--- src/hdl/imm_pkg.sv ---
// Shared types and constants of the integer matrix multiply block.
package imm_pkg;

	localparam int DIM_DEFAULT = 8;

	localparam int DATA_W = 32;
	localparam int DIMREG_W = 4;
	localparam int IDX_W = 3;
	localparam int ADDR_W_APB = 4;

	localparam logic [1:0] MODE_WR_A = 2'd0;
	localparam logic [1:0] MODE_WR_B = 2'd1;
	localparam logic [1:0] MODE_READ = 2'd2;

	localparam logic [1:0] REG_ROWS_A = 2'd0;
	localparam logic [1:0] REG_INNER_DIM = 2'd1;
	localparam logic [1:0] REG_COLS_B = 2'd2;

	typedef struct packed {
		logic [1:0]              mode;
		logic [IDX_W-1:0]        row;
		logic [IDX_W-1:0]        col;
		logic signed [DATA_W-1:0] element;
	} cmd_t;

	typedef struct packed {
		logic signed [DATA_W-1:0] product;
		logic                     index_error;
	} result_t;

endpackage

--- src/hdl/integer_matrix_multiply.sv ---
// Top level of the integer matrix multiply block.
// Writes of A or B elements are taken on any cycle in which busy is low and
// give no result unless an index is out of range. A read request holds busy
// until its result is out: one multiply-accumulate per cycle, paced by the
// single read port of each store and one 32x32 multiplier, followed by the
// memory read and multiply stages. Out-of-range requests and reads with
// inner_dim of zero answer in the cycle after they are taken. Every result
// shows for exactly one cycle with done high; the receiver cannot stall it.
module integer_matrix_multiply #(
	parameter int DIM = imm_pkg::DIM_DEFAULT
) (
	input  logic                           clk,
	input  logic                           arst_n,
	input  logic                           start,
	output logic                           busy,
	input  imm_pkg::cmd_t                  cmd,
	output logic                           done,
	output imm_pkg::result_t               result,
	input  logic                           psel,
	input  logic                           penable,
	input  logic                           pwrite,
	input  logic [imm_pkg::ADDR_W_APB-1:0] paddr,
	input  logic [31:0]                    pwdata,
	output logic [31:0]                    prdata,
	output logic                           pready
);

	localparam int DEPTH = DIM * DIM;
	localparam int AW = (DEPTH > 1) ? $clog2(DEPTH) : 1;
	localparam logic [imm_pkg::DIMREG_W-1:0] DimCap =
		imm_pkg::DIMREG_W'((DIM > 15) ? 15 : DIM);
	localparam logic [imm_pkg::DIMREG_W-1:0] DimReset =
		imm_pkg::DIMREG_W'((DIM < 8) ? DIM : 8);

	typedef enum logic [1:0] {ST_IDLE, ST_RUN, ST_DRAIN} state_t;

	state_t state_q;

	logic [imm_pkg::DIMREG_W-1:0] rows_a_q, inner_dim_q, cols_b_q;
	logic [imm_pkg::DIMREG_W-1:0] cfg_val;
	logic                         cfg_we;

	logic [imm_pkg::IDX_W-1:0]    row_q, col_q;
	logic [imm_pkg::DIMREG_W-1:0] k_q;
	logic                         v_s1, last_s1, v_s2, last_s2;
	logic [imm_pkg::DATA_W-1:0]   prod_s2, acc_q;
	logic [imm_pkg::DATA_W-1:0]   mul_full;

	logic                         accept;
	logic                         a_ok, b_ok, r_ok;
	logic                         a_we, b_we;
	logic [AW-1:0]                w_addr, a_raddr, b_raddr;
	logic [imm_pkg::DATA_W-1:0]   a_rdata, b_rdata;
	logic [imm_pkg::DIMREG_W-1:0] row_x, col_x;
	logic                         last_issue;

	// Configuration port
	assign pready = 1'b1;
	assign cfg_we = psel & penable & pwrite & pready;
	assign cfg_val = (pwdata[imm_pkg::DIMREG_W-1:0] > DimCap) ?
		DimCap : pwdata[imm_pkg::DIMREG_W-1:0];

	always_comb begin
		prdata = '0;
		unique case (paddr[3:2])
			imm_pkg::REG_ROWS_A:    prdata = 32'(rows_a_q);
			imm_pkg::REG_INNER_DIM: prdata = 32'(inner_dim_q);
			imm_pkg::REG_COLS_B:    prdata = 32'(cols_b_q);
			default:                prdata = '0;
		endcase
	end

	always_ff @(posedge clk or negedge arst_n) begin
		if (!arst_n) begin
			rows_a_q <= DimReset;
			inner_dim_q <= DimReset;
			cols_b_q <= DimReset;
		end else if (cfg_we) begin
			unique case (paddr[3:2])
				imm_pkg::REG_ROWS_A:    rows_a_q <= cfg_val;
				imm_pkg::REG_INNER_DIM: inner_dim_q <= cfg_val;
				imm_pkg::REG_COLS_B:    cols_b_q <= cfg_val;
				default:                ;
			endcase
		end
	end

	// Command decode
	assign busy = (state_q != ST_IDLE);
	assign accept = start & ~busy;
	assign row_x = {1'b0, cmd.row};
	assign col_x = {1'b0, cmd.col};
	assign a_ok = (row_x < rows_a_q) && (col_x < inner_dim_q);
	assign b_ok = (row_x < inner_dim_q) && (col_x < cols_b_q);
	assign r_ok = (row_x < rows_a_q) && (col_x < cols_b_q);
	assign a_we = accept && (cmd.mode == imm_pkg::MODE_WR_A) && a_ok;
	assign b_we = accept && (cmd.mode == imm_pkg::MODE_WR_B) && b_ok;
	assign w_addr = AW'(int'(cmd.row) * DIM + int'(cmd.col));

	assign a_raddr = AW'(int'(row_q) * DIM + int'(k_q));
	assign b_raddr = AW'(int'(k_q) * DIM + int'(col_q));
	assign last_issue = (k_q == inner_dim_q - 4'd1);
	assign mul_full = a_rdata * b_rdata;

	imm_ram #(
		.WIDTH(imm_pkg::DATA_W),
		.DEPTH(DEPTH)
	) u_a_store (
		.clk   (clk),
		.we    (a_we),
		.waddr (w_addr),
		.wdata (cmd.element),
		.raddr (a_raddr),
		.rdata (a_rdata)
	);

	imm_ram #(
		.WIDTH(imm_pkg::DATA_W),
		.DEPTH(DEPTH)
	) u_b_store (
		.clk   (clk),
		.we    (b_we),
		.waddr (w_addr),
		.wdata (cmd.element),
		.raddr (b_raddr),
		.rdata (b_rdata)
	);

	// Sequencer, multiply-accumulate pipeline and result register
	always_ff @(posedge clk or negedge arst_n) begin
		if (!arst_n) begin
			state_q <= ST_IDLE;
			row_q <= '0;
			col_q <= '0;
			k_q <= '0;
			v_s1 <= 1'b0;
			last_s1 <= 1'b0;
			v_s2 <= 1'b0;
			last_s2 <= 1'b0;
			prod_s2 <= '0;
			acc_q <= '0;
			done <= 1'b0;
			result <= '0;
		end else begin
			done <= 1'b0;
			v_s1 <= 1'b0;
			last_s1 <= 1'b0;
			v_s2 <= v_s1;
			last_s2 <= last_s1;
			prod_s2 <= mul_full;
			if (v_s2) begin
				acc_q <= acc_q + prod_s2;
			end
			unique case (state_q)
				ST_IDLE: begin
					if (accept) begin
						unique case (cmd.mode)
							imm_pkg::MODE_WR_A: begin
								if (!a_ok) begin
									done <= 1'b1;
									result <= '{product: '0, index_error: 1'b1};
								end
							end
							imm_pkg::MODE_WR_B: begin
								if (!b_ok) begin
									done <= 1'b1;
									result <= '{product: '0, index_error: 1'b1};
								end
							end
							imm_pkg::MODE_READ: begin
								if (!r_ok) begin
									done <= 1'b1;
									result <= '{product: '0, index_error: 1'b1};
								end else if (inner_dim_q == '0) begin
									done <= 1'b1;
									result <= '{product: '0, index_error: 1'b0};
								end else begin
									row_q <= cmd.row;
									col_q <= cmd.col;
									k_q <= '0;
									acc_q <= '0;
									state_q <= ST_RUN;
								end
							end
							default: ;
						endcase
					end
				end
				ST_RUN: begin
					v_s1 <= 1'b1;
					last_s1 <= last_issue;
					k_q <= k_q + 4'd1;
					if (last_issue) begin
						state_q <= ST_DRAIN;
					end
				end
				ST_DRAIN: begin
					if (v_s2 && last_s2) begin
						done <= 1'b1;
						result <= '{product: acc_q + prod_s2, index_error: 1'b0};
						state_q <= ST_IDLE;
					end
				end
				default: state_q <= ST_IDLE;
			endcase
		end
	end

endmodule

--- src/hdl/imm_ram.sv ---
// Generic single-write, single-read RAM with registered read data.
module imm_ram #(
	parameter int WIDTH = 32,
	parameter int DEPTH = 64,
	localparam int AW = (DEPTH > 1) ? $clog2(DEPTH) : 1
) (
	input  logic             clk,
	input  logic             we,
	input  logic [AW-1:0]    waddr,
	input  logic [WIDTH-1:0] wdata,
	input  logic [AW-1:0]    raddr,
	output logic [WIDTH-1:0] rdata
);

	logic [WIDTH-1:0] mem [DEPTH];

	always_ff @(posedge clk) begin
		if (we) begin
			mem[waddr] <= wdata;
		end
		rdata <= mem[raddr];
	end

endmodule
--- config.mk ---
export PLATFORM = sky130hd
export DESIGN_NAME = integer_matrix_multiply
export DESIGN_NICKNAME = d
export VERILOG_FILES = /design/src/hdl/imm_pkg.sv /design/src/hdl/integer_matrix_multiply.sv /design/src/hdl/imm_ram.sv
export SDC_FILE = /design/constraint.sdc
export NUM_CORES = 2
export LEC_CHECK = 0
export BUFFER_PORTS_ARGS = -buffer_cell sky130_fd_sc_hd__buf_2
export CORE_AREA = 8 8 586 588
export DETAILED_ROUTE_END_ITERATION = 16
export DIE_AREA = 0 0 594 596
export PLACE_DENSITY = 0.76
export SLEW_MARGIN = 10
export SYNTH_ARGS = -nofsm -noshare
export SYNTH_HDL_FRONTEND = slang
export SYNTH_HIERARCHICAL = 1
export SYNTH_SLANG_ARGS = --single-unit
--- constraint.sdc ---
create_clock -name clk -period 11.7 [get_ports clk]
set_input_delay 2.34 -clock clk [delete_from_list [all_inputs] [get_ports clk]]
set_output_delay 2.34 -clock clk [all_outputs]
set_load 0.005 [all_outputs]
==> flow_summary.toml <==
[sta]
rsz0062_at_grt = "false"
hold_violations = 0
drv_slew = 0
slew_headroom_pct = 6.164
period_minus_slack_ns = 7.884
fin_tns_setup_ns = 0
setup_viol = 0
fmax_mhz = 126.8
worstMarginPinSlew_ns = 1.397
timing.final.crit_share_pct = 67.39
finClkSkew_ns = 0.08681

[global_routing]
antenna_found_initial = 33
gr-usage-all-layers_pct = 25.23
grt_pass1_wl_um = 654300
grt_pass1_vias = 94060
grt_overflow = 0
grt_start_max_net_pins = 130

[clock_network]
cts_htree_levels = 5
cts_hold_buf = 0
post-cts-setup-buffers = 0
cts_buffers = 409
cts_tree = "done"
clkTransAtPathRegs_ns = 0.06
ctsResizeCount = 0
clock_latency_ns = 0.97
cts_buffer_depth = 4
clock_sinks = 4286
root_buffer = "clkbuf_16"

[floorplanning]
die_w_um = 594
core_mm2 = 0.3345
die_y_um = 596
die_area_mm2 = 0.3540
initial_core_util_pct = 53.61
rows = 213
pin_count = 150

[finish]
nets = 9940
layout-drive-gt1-share_pct = 22.73
area_growth_pct = 11.01

[logic_synthesis]
synth_cell_type_count = 75
syn-cell-area_mm2 = 0.1793
ys_warn_count = 6
avgSynthCellArea_um2 = 19.93
ys.flop_type = "edfxtp_1"
synth_edf_count = 4096
seq_area_frac_synth_pct = 71.08
synth_seq_cells = 4286
synthArstFlopShare_pct = 2.940
netlist_instances = 8996

[drt]
wl_per_cell_um = 32.28
vias_per_cell = 6.508
via_count = 91630
drc_errors = 0
totalWireLength_um = 454400
drtIter0Drc = 12100
drtPass1Iterations = 6
ant_nets = 1

[outcome]
status = "finished, violations left"
violations = "antenna violations"

[setup_path]
cp_max_fo = 24
worstSetupPathType = "reg2reg"
cp-end-kind = "register"
critPathLaunchType = "register"
required_ns = 12.49
arrival_ns = 8.67

[placement]
hpwl_um = 255000
io_buffers = 90
gp_congestion = 0.8593

[worst_hold_path]
hp-class = "reg2reg"

[run]
max_cap_viol_count = 0
## synthesized netlist by cell type (39+ instances only)
library cell / number / share of area, %
clkbuf_1: 250 / 0.52
a21oi_1: 176 / 0.49
edfxtp_1: 4096 / 69
and2_1: 307 / 1.1
mux2i_1: 215 / 1.2
inv_1: 431 / 0.90
nor2b_1: 44 / 0.15
o221ai_1: 57 / 0.28
dfrtp_1: 123 / 1.7
xnor2_1: 92 / 0.45
buf_4: 78 / 0.33
nor2_1: 336 / 0.70
o22ai_1: 171 / 0.60
mux4_2: 1088 / 14
fa_1: 409 / 4.6
buf_1: 39 / 0.082
ha_1: 166 / 1.2
buf_2: 117 / 0.33
dfxtp_1: 64 / 0.71
nand2_1: 320 / 0.67
## layer usage
| metal | vias to the layer above | wire length, um | track usage (%) |
|---|---|---|---|
| li1 | 36200 | - | - |
| met1 | 48220 | 163400 | 33.73 |
| met2 | 6183 | 218000 | 40.90 |
| met3 | 1022 | 49620 | 4.732 |
| met4 | 4 | 23420 | 11.32 |
| met5 | - | 34 | 0 |
## critical path, cell delays in order, from the launching register on
cell and delay, ns:
dfxtp_1 1.05, nand2_1 0.20, fa_1 0.59, inv_1 0.05, fa_1 0.43, fa_1 0.49, inv_1 0.05, fa_1 0.48
inv_1 0.06, fa_1 0.45, ha_1 0.31, fa_1 0.50, fa_1 0.42, ha_1 0.35, nand3_1 0.13, nor2_1 0.08
a221o_1 0.37, a21oi_1 0.15, o21ai_0 0.13, a21oi_1 0.45, o21ai_1 0.30, a31oi_4 0.32, nor4bb_1 0.09, a211o_1 0.24
## placed cells by master, fill, tap and decap left out, drive strengths merged, types with 12 or more instances in the layout
master | synthesis | final
nor3 | 25 | 25
mux2 | 14 | 14
buf | 244 | 343
clkbuf | 250 | 530
nand2 | 320 | 320
a21oi | 177 | 177
fa | 409 | 409
diode | 0 | 45
a21o | 34 | 34
nand2b | 24 | 24
inv | 431 | 451
nand3 | 27 | 27
xnor2 | 92 | 92
dfrtp | 123 | 123
mux2i | 215 | 215
bufinv | 0 | 21
nand3b | 12 | 12
a22o | 27 | 27
nor2 | 336 | 336
xor2 | 34 | 34
o21ai | 31 | 31
dfxtp | 64 | 64
mux4 | 1088 | 1088
o221ai | 58 | 58
a311oi | 16 | 16
edfxtp | 4096 | 4096
and3 | 12 | 12
ha | 166 | 166
nor2b | 44 | 44
clkinv | 0 | 174
and2 | 307 | 307
a22oi | 24 | 24
o22ai | 171 | 171
conb | 2 | 29
## stage by stage
stage / cell area (um2) / setup WS, ns / hold slack (ns) / utilization [%] / cells
6_report: 199000 / 3.816 / 0.3278 / 59.51 / 14080
5_1_grt: 199000 / 3.485 / 0.3473 / 59.50 / 14060
4_1_cts: 198900 / 3.850 / 0.3165 / 59.47 / 14030
3_5_place_dp: 186100 / 3.711 / 0.3346 / 55.65 / 13280
3_3_place_gp: 186100 / 3.996 / 0.3344 / 55.65 / 13280
2_1_floorplan: 179400 / 4.912 / 0.3312 / - / 9023
## kinds of logic (layout without fill, tap and decap cells)
group | after synthesis | count (layout) | share of synthesized area, %
flops | 4286 | 4286 | 71.08
compound gates | 605 | 605 | 2.255
fa+ha+maj | 575 | 575 | 5.725
mux | 1317 | 1317 | 14.95
other cells | 2 | 74 | 0.004189
buf+inv | 925 | 1529 | 2.223
simple gates | 1160 | 1160 | 3.146
xor+xnor | 126 | 126 | 0.6155
## sequential cells by signal (all words and copies together), names as in the netlist, 32 cells and up
signal	count
result	33
u_a_store/mem	2048
acc_q	32
prod_s2	32
u_b_store/mem	2048
u_b_store/rdata	32
u_a_store/rdata	32
## cell type report
type	count	area [um2]
diodes	45	112.6
clock buffers	530	10900
clock inverters	225	1888
fillers	22570	135400
inverters	431	1618
multi-input cells	3812	48980
flip-flops and latches	4286	127500
well taps	4407	5514
repair buffers	343	2561
## final timing paths
| path | from | to | slack [ns] | cells after the start |
|---|---|---|---|---|
| worst max-delay path | u_b_store/rdata[8]$_DFF_P_ | prod_s2[28]$_DFF_PN0_ | 3.82 | 23 |
| worst min-delay path | v_s1$_DFF_PN0_ | v_s2$_DFF_PN0_ | 0.33 | 0 |
| worst min register to register | v_s1$_DFF_PN0_ | v_s2$_DFF_PN0_ | 0.33 | 0 |
| min in group asynchronous | arst_n | acc_q[12]$_DFF_PN0_ | 1.44 | 1 |
| worst max register to register | u_b_store/rdata[8]$_DFF_P_ | prod_s2[28]$_DFF_PN0_ | 3.82 | 23 |
| max in group asynchronous | arst_n | acc_q[21]$_DFF_PN0_ | 8.85 | 2 |
Power is not shown: default switching activity piles up to over one toggle a cycle in this logic, so the estimate is an artifact.
